[src/rtl/core/lfce_pkg.sv]
// Package for the LIN frame checksum engine: operation and status codes,
// descriptor and transaction types, protected identifier function.
// No dependencies.
`default_nettype none

package lfce_pkg;

   localparam int unsigned DEF_TABLE_ENTRIES  = 64;
   localparam int unsigned DEF_MAX_DATA_BYTES = 8;

   // Identifiers that come out of reset with a full-length descriptor
   localparam logic [7:0] RESET_ID_PLAIN   = 8'd60;
   localparam logic [7:0] RESET_ID_REQUEST = 8'd61;
   localparam logic [3:0] RESET_LENGTH     = 4'd8;

   typedef enum logic [1:0] {
      OP_CONFIG   = 2'd0,
      OP_HEADER   = 2'd1,
      OP_DATA     = 2'd2,
      OP_CHECKSUM = 2'd3
   } op_type;

   typedef enum logic [2:0] {
      ST_OK        = 3'd0,
      ST_BAD_ID    = 3'd1,
      ST_NOT_OPEN  = 3'd2,
      ST_TOO_MANY  = 3'd3,
      ST_TOO_FEW   = 3'd4,
      ST_MISMATCH  = 3'd5
   } status_type;

   // Frame descriptor, laid out as stored: length in the top four bits
   typedef struct packed {
      logic [3:0] length;
      logic       in_use;
      logic       enhanced;
      logic       request;
   } entry_type;

   // Fields that travel with a transaction into the lookup stage
   typedef struct packed {
      op_type     op;
      logic [7:0] frame_id;
      logic [7:0] data_byte;
   } req_type;

   typedef struct packed {
      status_type status;
      logic       is_request;
      logic       is_enhanced;
      logic       is_in_use;
      logic [3:0] frame_length;
      logic [7:0] checksum_value;
      logic       checksum_ok;
   } rsp_type;

   // LIN protected identifier: parity bits P0 and P1 above the 6-bit id
   function automatic logic [7:0] protected_id(input logic [5:0] id);
      logic p0;
      logic p1;
      p0 = id[0] ^ id[1] ^ id[2] ^ id[4];
      p1 = ~(id[1] ^ id[3] ^ id[4] ^ id[5]);
      return {p1, p0, id};
   endfunction

endpackage

`default_nettype wire

[src/rtl/core/lin_frame_checksum_engine.sv]
// Top level of the LIN frame checksum engine: accept stage, descriptor
// table, frame tracker and response register. Depends on lfce_pkg,
// lfce_table and lfce_frame.
//
//   channel | direction | handshake             | payload
//   --------+-----------+-----------------------+------------------------------------
//   req_    | in        | req_valid / req_ready | op, frame_id, data_byte, set_*
//   rsp_    | out       | rsp_valid / rsp_ready | status, is_*, frame_length, checksum_*
//
// One transaction per cycle sustained while responses are taken. The table is
// read at the accept edge into the lookup stage, and the response register
// loads from the lookup stage when it fires, so a result passes both on its way
// to rsp_. Configure writes land at accept, so a header right behind a configure
// sees the new descriptor. Reset clears the per-entry written flags.
// A stalled response holds the lookup stage; req_ready drops only then.
`default_nettype none

module lin_frame_checksum_engine #(
   parameter int unsigned TABLE_ENTRIES  = lfce_pkg::DEF_TABLE_ENTRIES,
   parameter int unsigned MAX_DATA_BYTES = lfce_pkg::DEF_MAX_DATA_BYTES
) (
   input  wire         clock,
   input  wire         reset,
   input  wire         req_valid,
   output logic        req_ready,
   input  wire  [1:0]  req_op,
   input  wire  [7:0]  req_frame_id,
   input  wire  [7:0]  req_data_byte,
   input  wire         req_set_request,
   input  wire         req_set_enhanced,
   input  wire         req_set_in_use,
   input  wire  [3:0]  req_set_length,
   output logic        rsp_valid,
   input  wire         rsp_ready,
   output logic [2:0]  rsp_status,
   output logic        rsp_is_request,
   output logic        rsp_is_enhanced,
   output logic        rsp_is_in_use,
   output logic [3:0]  rsp_frame_length,
   output logic [7:0]  rsp_checksum_value,
   output logic        rsp_checksum_ok
);
   import lfce_pkg::*;

   localparam int unsigned IDX_W   = (TABLE_ENTRIES > 1) ? $clog2(TABLE_ENTRIES) : 1;
   localparam logic [8:0]  ENTRIES_LIMIT = 9'(TABLE_ENTRIES);
   localparam logic [3:0]  MAX_LEN = 4'(MAX_DATA_BYTES);

   logic       accept;
   logic       advance;
   logic       fire;
   op_type     in_op;
   logic       cfg_write;
   entry_type  cfg_entry;
   entry_type  mem_entry;
   logic       mem_written;
   rsp_type    result;

   logic       s1_valid_ff, s1_valid_in;
   req_type    s1_req_ff;
   logic       rsp_valid_ff, rsp_valid_in;
   rsp_type    rsp_ff;

   assign in_op   = op_type'(req_op);
   // Response register free or draining this cycle
   assign advance = !rsp_valid_ff || rsp_ready;
   assign fire    = s1_valid_ff && advance;
   assign req_ready = !s1_valid_ff || advance;
   assign accept  = req_valid && req_ready;

   // Configure: write at accept, length saturated, bad ids dropped
   assign cfg_write = accept && (in_op == OP_CONFIG) &&
                      ({1'b0, req_frame_id} < ENTRIES_LIMIT);
   always_comb begin
      cfg_entry          = '0;
      cfg_entry.request  = req_set_request;
      cfg_entry.enhanced = req_set_enhanced;
      cfg_entry.in_use   = req_set_in_use;
      cfg_entry.length   = (req_set_length > MAX_LEN) ? MAX_LEN : req_set_length;
   end

   lfce_table #(
      .TABLE_ENTRIES (TABLE_ENTRIES)
   ) u_table (
      .clock      (clock),
      .reset      (reset),
      .rd_en      (accept),
      .rd_idx     (req_frame_id[IDX_W-1:0]),
      .wr_en      (cfg_write),
      .wr_idx     (req_frame_id[IDX_W-1:0]),
      .wr_data    (cfg_entry),
      .rd_data    (mem_entry),
      .rd_written (mem_written)
   );

   lfce_frame #(
      .TABLE_ENTRIES  (TABLE_ENTRIES),
      .MAX_DATA_BYTES (MAX_DATA_BYTES)
   ) u_frame (
      .clock       (clock),
      .reset       (reset),
      .fire        (fire),
      .req         (s1_req_ff),
      .mem_entry   (mem_entry),
      .mem_written (mem_written),
      .result      (result)
   );

   // Lookup stage: hold while the response register is stalled
   always_comb begin
      s1_valid_in = s1_valid_ff;
      if (accept) begin
         s1_valid_in = 1'b1;
      end else if (fire) begin
         s1_valid_in = 1'b0;
      end
   end

   always_ff @(posedge clock) begin
      if (reset) begin
         s1_valid_ff <= 1'b0;
      end else begin
         s1_valid_ff <= s1_valid_in;
      end
   end

   always_ff @(posedge clock) begin
      if (accept) begin
         s1_req_ff.op        <= in_op;
         s1_req_ff.frame_id  <= req_frame_id;
         s1_req_ff.data_byte <= req_data_byte;
      end
   end

   // Response register: load on fire, drop when taken
   always_comb begin
      rsp_valid_in = rsp_valid_ff;
      if (fire) begin
         rsp_valid_in = 1'b1;
      end else if (rsp_ready) begin
         rsp_valid_in = 1'b0;
      end
   end

   always_ff @(posedge clock) begin
      if (reset) begin
         rsp_valid_ff <= 1'b0;
      end else begin
         rsp_valid_ff <= rsp_valid_in;
      end
   end

   always_ff @(posedge clock) begin
      if (fire) begin
         rsp_ff <= result;
      end
   end

   assign rsp_valid          = rsp_valid_ff;
   assign rsp_status         = rsp_ff.status;
   assign rsp_is_request     = rsp_ff.is_request;
   assign rsp_is_enhanced    = rsp_ff.is_enhanced;
   assign rsp_is_in_use      = rsp_ff.is_in_use;
   assign rsp_frame_length   = rsp_ff.frame_length;
   assign rsp_checksum_value = rsp_ff.checksum_value;
   assign rsp_checksum_ok    = rsp_ff.checksum_ok;

`ifndef SYNTHESIS
   // Back pressure only when both stages hold a transaction
   a_ready_only_when_full: assert property (@(posedge clock) disable iff (reset)
      !req_ready |-> (s1_valid_ff && rsp_valid_ff && !rsp_ready))
      else $error("req_ready low with a free stage");

   // An accepted transaction reaches the lookup stage
   a_accept_fills_stage: assert property (@(posedge clock) disable iff (reset)
      accept |=> s1_valid_ff)
      else $error("accepted transaction lost before lookup");

   // A matching checksum always reports ok status
   a_ok_consistent: assert property (@(posedge clock) disable iff (reset)
      (rsp_valid && rsp_checksum_ok) |-> (rsp_status == ST_OK))
      else $error("checksum_ok with non-ok status");
`endif

endmodule

`default_nettype wire

[src/rtl/core/lfce_table.sv]
// Descriptor table: synchronous memory with one write and one registered
// read port, plus per-entry written flags. Depends on lfce_pkg.
`default_nettype none

module lfce_table #(
   parameter int unsigned TABLE_ENTRIES = lfce_pkg::DEF_TABLE_ENTRIES
) (
   input  wire                  clock,
   input  wire                  reset,
   input  wire                  rd_en,
   input  wire  [((TABLE_ENTRIES > 1) ? $clog2(TABLE_ENTRIES) : 1)-1:0] rd_idx,
   input  wire                  wr_en,
   input  wire  [((TABLE_ENTRIES > 1) ? $clog2(TABLE_ENTRIES) : 1)-1:0] wr_idx,
   input  lfce_pkg::entry_type  wr_data,
   output lfce_pkg::entry_type  rd_data,
   output logic                 rd_written
);
   import lfce_pkg::*;

   entry_type               mem [TABLE_ENTRIES];
   logic [TABLE_ENTRIES-1:0] written_ff;
   entry_type               rd_data_ff;
   logic                    rd_written_ff;

   always_ff @(posedge clock) begin
      if (wr_en) begin
         mem[wr_idx] <= wr_data;
      end
      if (rd_en) begin
         rd_data_ff    <= mem[rd_idx];
         rd_written_ff <= written_ff[rd_idx];
      end
   end

   // Unwritten entries read as their reset descriptor downstream
   always_ff @(posedge clock) begin
      if (reset) begin
         written_ff <= '0;
      end else if (wr_en) begin
         written_ff[wr_idx] <= 1'b1;
      end
   end

   assign rd_data    = rd_data_ff;
   assign rd_written = rd_written_ff;

endmodule

`default_nettype wire

[src/rtl/core/lfce_frame.sv]
// Frame tracker: open-frame state, end-around-carry accumulator and the
// result of each transaction in the lookup stage. Depends on lfce_pkg.
`default_nettype none

module lfce_frame #(
   parameter int unsigned TABLE_ENTRIES  = lfce_pkg::DEF_TABLE_ENTRIES,
   parameter int unsigned MAX_DATA_BYTES = lfce_pkg::DEF_MAX_DATA_BYTES
) (
   input  wire                  clock,
   input  wire                  reset,
   input  wire                  fire,
   input  lfce_pkg::req_type    req,
   input  lfce_pkg::entry_type  mem_entry,
   input  wire                  mem_written,
   output lfce_pkg::rsp_type    result
);
   import lfce_pkg::*;

   localparam logic [8:0] ENTRIES_LIMIT = 9'(TABLE_ENTRIES);
   localparam logic [3:0] RST_LEN =
      (MAX_DATA_BYTES < 8) ? 4'(MAX_DATA_BYTES) : RESET_LENGTH;

   logic [7:0] acc_ff,   acc_in;
   logic [3:0] seen_ff,  seen_in;
   logic [3:0] len_ff,   len_in;
   logic       open_ff,  open_in;

   logic       id_ok;
   entry_type  entry;
   logic [8:0] sum;
   logic [7:0] folded;
   logic [7:0] inv_sum;

   assign id_ok = ({1'b0, req.frame_id} < ENTRIES_LIMIT);

   // Resolve the descriptor: never-written entries take their reset value
   always_comb begin
      entry = '0;
      if (mem_written) begin
         entry = mem_entry;
      end else if (req.frame_id == RESET_ID_PLAIN) begin
         entry.length = RST_LEN;
      end else if (req.frame_id == RESET_ID_REQUEST) begin
         entry.length  = RST_LEN;
         entry.request = 1'b1;
      end
   end

   assign sum     = {1'b0, acc_ff} + {1'b0, req.data_byte};
   assign folded  = sum[8] ? (sum[7:0] + 8'd1) : sum[7:0];
   assign inv_sum = ~acc_ff;

   always_comb begin
      acc_in  = acc_ff;
      seen_in = seen_ff;
      len_in  = len_ff;
      open_in = open_ff;
      result  = '0;
      result.status = ST_OK;
      unique case (req.op)
         OP_CONFIG: begin
            if (!id_ok) begin
               result.status = ST_BAD_ID;
            end
         end
         OP_HEADER: begin
            if (!id_ok) begin
               open_in       = 1'b0;
               result.status = ST_BAD_ID;
            end else begin
               open_in             = 1'b1;
               seen_in             = '0;
               len_in              = entry.length;
               acc_in              = entry.enhanced ? protected_id(req.frame_id[5:0]) : 8'd0;
               result.is_request   = entry.request;
               result.is_enhanced  = entry.enhanced;
               result.is_in_use    = entry.in_use;
               result.frame_length = entry.length;
            end
         end
         OP_DATA: begin
            if (!open_ff) begin
               result.status = ST_NOT_OPEN;
            end else if (seen_ff >= len_ff) begin
               result.status = ST_TOO_MANY;
            end else begin
               acc_in  = folded;
               seen_in = seen_ff + 4'd1;
            end
         end
         OP_CHECKSUM: begin
            if (!open_ff) begin
               result.status = ST_NOT_OPEN;
            end else if (seen_ff < len_ff) begin
               open_in       = 1'b0;
               result.status = ST_TOO_FEW;
            end else begin
               open_in               = 1'b0;
               result.checksum_value = inv_sum;
               result.checksum_ok    = (inv_sum == req.data_byte);
               result.status         = (inv_sum == req.data_byte) ? ST_OK : ST_MISMATCH;
            end
         end
         default: begin
            result.status = ST_OK;
         end
      endcase
   end

   always_ff @(posedge clock) begin
      if (reset) begin
         acc_ff  <= '0;
         seen_ff <= '0;
         len_ff  <= '0;
         open_ff <= 1'b0;
      end else if (fire) begin
         acc_ff  <= acc_in;
         seen_ff <= seen_in;
         len_ff  <= len_in;
         open_ff <= open_in;
      end
   end

endmodule

`default_nettype wire

[config.mk]
export PLATFORM = sky130hd
export DESIGN_NAME = lin_frame_checksum_engine
export DESIGN_NICKNAME = d
export VERILOG_FILES = /design/src/rtl/core/lfce_pkg.sv /design/src/rtl/core/lin_frame_checksum_engine.sv /design/src/rtl/core/lfce_table.sv /design/src/rtl/core/lfce_frame.sv
export SDC_FILE = /design/constraint.sdc
export NUM_CORES = 1
export LEC_CHECK = 0
export ABC_CLOCK_PERIOD_IN_PS = 3900
export BUFFER_PORTS_ARGS = -buffer_cell sky130_fd_sc_hd__buf_2
export CAP_MARGIN = 40
export CORE_MARGIN = 2
export CORE_UTILIZATION = 38
export DETAILED_ROUTE_END_ITERATION = 8
export HOLD_SLACK_MARGIN = 0.08
export PLACE_DENSITY_LB_ADDON = 0.2
export SYNTH_ARGS = -nofsm -noshare
export SYNTH_HDL_FRONTEND = slang
export SYNTH_HIERARCHICAL = 1
export SYNTH_SLANG_ARGS = --single-unit
[constraint.sdc]
create_clock -name clock -period 3.9 [get_ports clock]
set_input_delay 0.78 -clock clock [delete_from_list [all_inputs] [get_ports clock]]
set_output_delay 0.78 -clock clock [all_outputs]
set_load 0.02 [all_outputs]
==> PnR_summary.wiki <==
{| class="wikitable"
! Metric !! Value
|-
| Status || finished clean
|-
| Cells after synthesis || around 1300
|-
| Number of enable flip-flop cells after synthesis || roughly 500
|-
| Iteration-0 DRC Markers || 1012
|-
| Hold Path Sink || s1_req_ff[6]
|-
| Count of buffers inserted at the top-level ports || between 40 and 50
|-
| Most frequent cells in the layout || 493 x sky130_fd_sc_hd__edfxtp_1, 199 x sky130_fd_sc_hd__nor2_1, 120 x sky130_fd_sc_hd__mux4_2
|-
| Number of antenna violations at the first check in global routing || 0
|-
| Clock Root Buffer || sky130_fd_sc_hd__clkbuf_16
|-
| Die X || approximately 250 microns
|-
| Distinct cell type count of the synthesized netlist || 76
|-
| Number of pins with negative max-slew slack in the final report || 0
|-
| Synthesized Nets || 1381
|-
| Die Footprint || 63200 sq um
|-
| Data required, critical path || 4.23 ns
|-
| Detail Route Antenna Nets || 0
|-
| Number of global-route vias before repair || roughly 13000
|-
| Longest Clk Path Bufs || 3
|-
| Cell type contributing the most total cell area after synthesis || sky130_fd_sc_hd__edfxtp_1
|-
| DR pass1 iterations || 5
|-
| Peak fanout along the critical path || 45
|-
| R2R Setup Slk || 1.25 ns
|-
| First-pass GRT wire length || a little over 80000 microns
|-
| Hold buffers post-CTS || 0
|-
| Cell count of the worst reg-to-reg path || 7
|-
| Setup_tns || 0 ns
|-
| Global route total overflow || 0
|-
| Clk_lat worst skew || 0.62 ns
|-
| Cell area reported after detailed placement || ~25000 sq um
|-
| Post-Syn Area per Cell || approximately 17 sq um
|-
| Combined area of all synthesized cells || ~23000 sq um
|-
| Actual transition at the worst max-transition pin || 0.867 ns
|-
| Number of sinks handled by clock tree synthesis || roughly 580
|-
| Vias per cell || 5.43
|-
| Kind of end point of the critical path || register
|-
| Number of buffers created by CTS || 60
|-
| Ys async rst share || 0%
|-
| Summed area of non-filler cells in the final layout || 26700 sq um
|-
| Final Wtd Congestion || 0.776
|-
| Via count of the routed design || between 10000 and 15000
|-
| Drc violations || 0
|-
| Area added between synthesis and finish || 15.0%
|-
| RSZ-0062 raised after global routing || false
|-
| Share of final-layout standard cells stronger than drive strength 1 || between 20% and 30%
|-
| Number of H-tree levels || 2
|-
| Clock tree from TritonCTS || yes
|-
| Relative slew slack || 42.2%
|-
| Share of Yosys cell area claimed by the top area cell type || approximately 64%
|-
| Skew final || 0.0287 ns
|-
| Setup violation total in the final timing report || 0
|-
| Setup Buffers After CTS || 0
|-
| Leak || between 8 and 9 nW
|-
| Fmax achieved || 0.349 GHz
|-
| Path category of the worst min-delay check || in2reg
|-
| Path type of the worst setup path || in2reg
|-
| Final critical delay including setup and external delays || about 2.9 ns
|-
| Post-detailed-routing wire length || 55300 microns
|-
| Signal arrival time at the worst endpoint || 3.19 ns
|-
| Reg-to-Reg Start || s1_req_ff[0]
|-
| Number of nets at the end of the flow || 1518
|-
| Cell depth of the worst hold path || 1
|-
| Synth Warn # || 6
|-
| Final core utilization || around 44%
|-
| Commonest non-fill, non-tap cell in the layout || sky130_fd_sc_hd__edfxtp_1
|-
| Maximum number of pins on one net before global-route repair || 66
|-
| Wirelength per Cell || about 24 microns
|-
| Final cell count without fillers || 2307
|-
| Post-cts gate resize count || 0
|-
| Final Hold Fails || 0
|-
| Die Y-Extent || approximately 250 microns
|-
| Ports placed on the boundary || 50
|-
| Commonest register cell after synthesis || sky130_fd_sc_hd__edfxtp_1
|-
| Nature of the critical path startpoint || input pin
|-
| Number of maximum-capacitance violations || 0
|-
| Power density relative to cell area || 484 nW/um^2
|-
| Number of instances in the placed design || 2192
|-
| Fin crit share || 73.4%
|-
| Worst hold slack || 0.333 ns
|-
| Clock transition at the registers of the reported paths || 0.06 ns
|-
| Standard-cell rows || 90
|-
| Detailed placer's ending HPWL || 35300 microns
|-
| Core region area || 60500 sq um
|-
| Top cells by area, synth || sky130_fd_sc_hd__edfxtp_1 64%, sky130_fd_sc_hd__mux4_2 12%, sky130_fd_sc_hd__dfxtp_1 7.1%, sky130_fd_sc_hd__nor2_1 3.2%, sky130_fd_sc_hd__mux2i_1 0.95%
|-
| Total track usage || 17.7%
|-
| Capturing point of the worst reg2reg path || u_frame/acc_ff[7]
|-
| Maximum vdd ir drop || roughly 330 uV
|-
| Post-synthesis sequential area ratio || 70.8%
|-
| Effective utilization at floorplan || 38.5%
|-
| Hold Path Origin || req_data_byte[6]
|-
| Register bit count reported by yosys || 576
|}
power by group:
part / switching [W] / total, W / internal (W)
Combinational: 0.000407 / 0.000651 / 0.000244
Clock: 0.00237 / 0.00555 / 0.00318
Sequential: 0.0000242 / 0.00674 / 0.00671
how the worst max path moves through the flow:
stage	endpoint	slack (ns)	start	depth (start not counted)
3_5_place_dp	u_table/rd_written	0.41	req_frame_id[0]	6
5_1_grt	u_table/mem[29][5]	0.94	req_frame_id[0]	5
3_3_place_gp	u_table/rd_written	0.35	req_frame_id[1]	7
6_report	u_table/rd_written	1.04	req_frame_id[1]	7
2_1_floorplan	u_table/mem[0][3]	1.0	req_set_length[3]	1
4_1_cts	u_table/rd_written	1.06	req_frame_id[0]	6
Yosys cell counts, drive strengths merged (3+ instances only):
master	count
a31oi	5
xnor2	7
clkbuf	34
dfxtp	83
o21ai	12
mux2i	22
nor2b	20
nor4	5
a2111oi	3
o22ai	10
o21a	5
o2111ai	4
nand2b	11
o221ai	10
buf	36
ha	16
nor3	12
a211oi	13
xor2	3
and2	9
and3	12
inv	12
mux2	18
o21ba	16
mux4	126
nand2	37
a21o	6
o2bb2ai	3
nand3b	3
a21oi	24
a311oi	3
a221oi	7
nand4	4
a22oi	9
a31o	3
nand3	14
o41ai	3
nor2	201
edfxtp	493
per-layer routing:
| metal | GRT usage [%] | vias to the layer above | routed length (microns) | share of wire, % |
|---|---|---|---|---|
| met5 | 0 | - | 0 | 0 |
| met4 | 5.44 | 0 | 1280 | 2.3 |
| met3 | 2.81 | 78 | 2760 | 5.0 |
| met2 | 28.9 | 339 | 26600 | 48 |
| met1 | 24.5 | 6542 | 24600 | 45 |
| li1 | - | 5566 | - | - |
cell families (layout without fill, tap and decap cells):
| kind of cell | after synthesis | in the layout | share of synthesized area, % |
|---|---|---|---|
| muxes | 166 | 166 | 14.1 |
| other | 0 | 1 | 0 |
| buffers and inverters | 83 | 272 | 2.26 |
| and+or+nand+nor | 338 | 338 | 6.73 |
| xor gates and xnor gates | 10 | 10 | 0.377 |
| adders and majority gates | 17 | 17 | 0.947 |
| DFF | 576 | 576 | 70.8 |
| AOI/OAI and AO/OA | 145 | 145 | 4.75 |
state kept, by name, indices dropped and copies added (netlist names):
| signal | cells |
|---|---|
| u_table/written_ff | 64 |
| rsp_frame_length | 4 |
| u_frame/seen_ff | 4 |
| u_frame/acc_ff | 8 |
| rsp_status | 3 |
| rsp_valid | 1 |
| rsp_checksum_value | 8 |
| rsp_is_enhanced | 1 |
| rsp_checksum_ok | 1 |
| u_table/rd_data | 7 |
| u_frame/len_ff | 4 |
| rsp_is_in_use | 1 |
| u_frame/open_ff | 1 |
| s1_req_ff | 18 |
| u_table/mem | 448 |
| s1_valid_ff | 1 |
| rsp_is_request | 1 |
| u_table/rd_written | 1 |
critical path: stages:
cell and delay (ns):
sky130_fd_sc_hd__buf_4 0.58, sky130_fd_sc_hd__buf_12 0.30, sky130_fd_sc_hd__mux4_2 0.32, sky130_fd_sc_hd__nor2b_1 0.14, sky130_fd_sc_hd__a2111oi_0 0.73, sky130_fd_sc_hd__buf_4 0.23
sky130_fd_sc_hd__o41ai_1 0.08
cell type report:
class	count	area, sq um
Fill cell	5220	33700
Sequential cell	576	16500
Multi-Input combinational cell	676	6280
Clock buffer	77	1650
Timing Repair Buffer	146	1050
Tap cell	782	978
Clock inverter	37	279
Inverter	12	45.0
Antenna cell	1	2.50
through the flow:
step                      power, W  worst slack [ns]
after detailed placement   0.00753             0.406
after global routing        0.0133             0.943
after floorplan            0.00728             0.995
after global placement     0.00752             0.353
after CTS                   0.0131              1.06
final                       0.0129              1.04
Power figures use the tool's default switching activity.
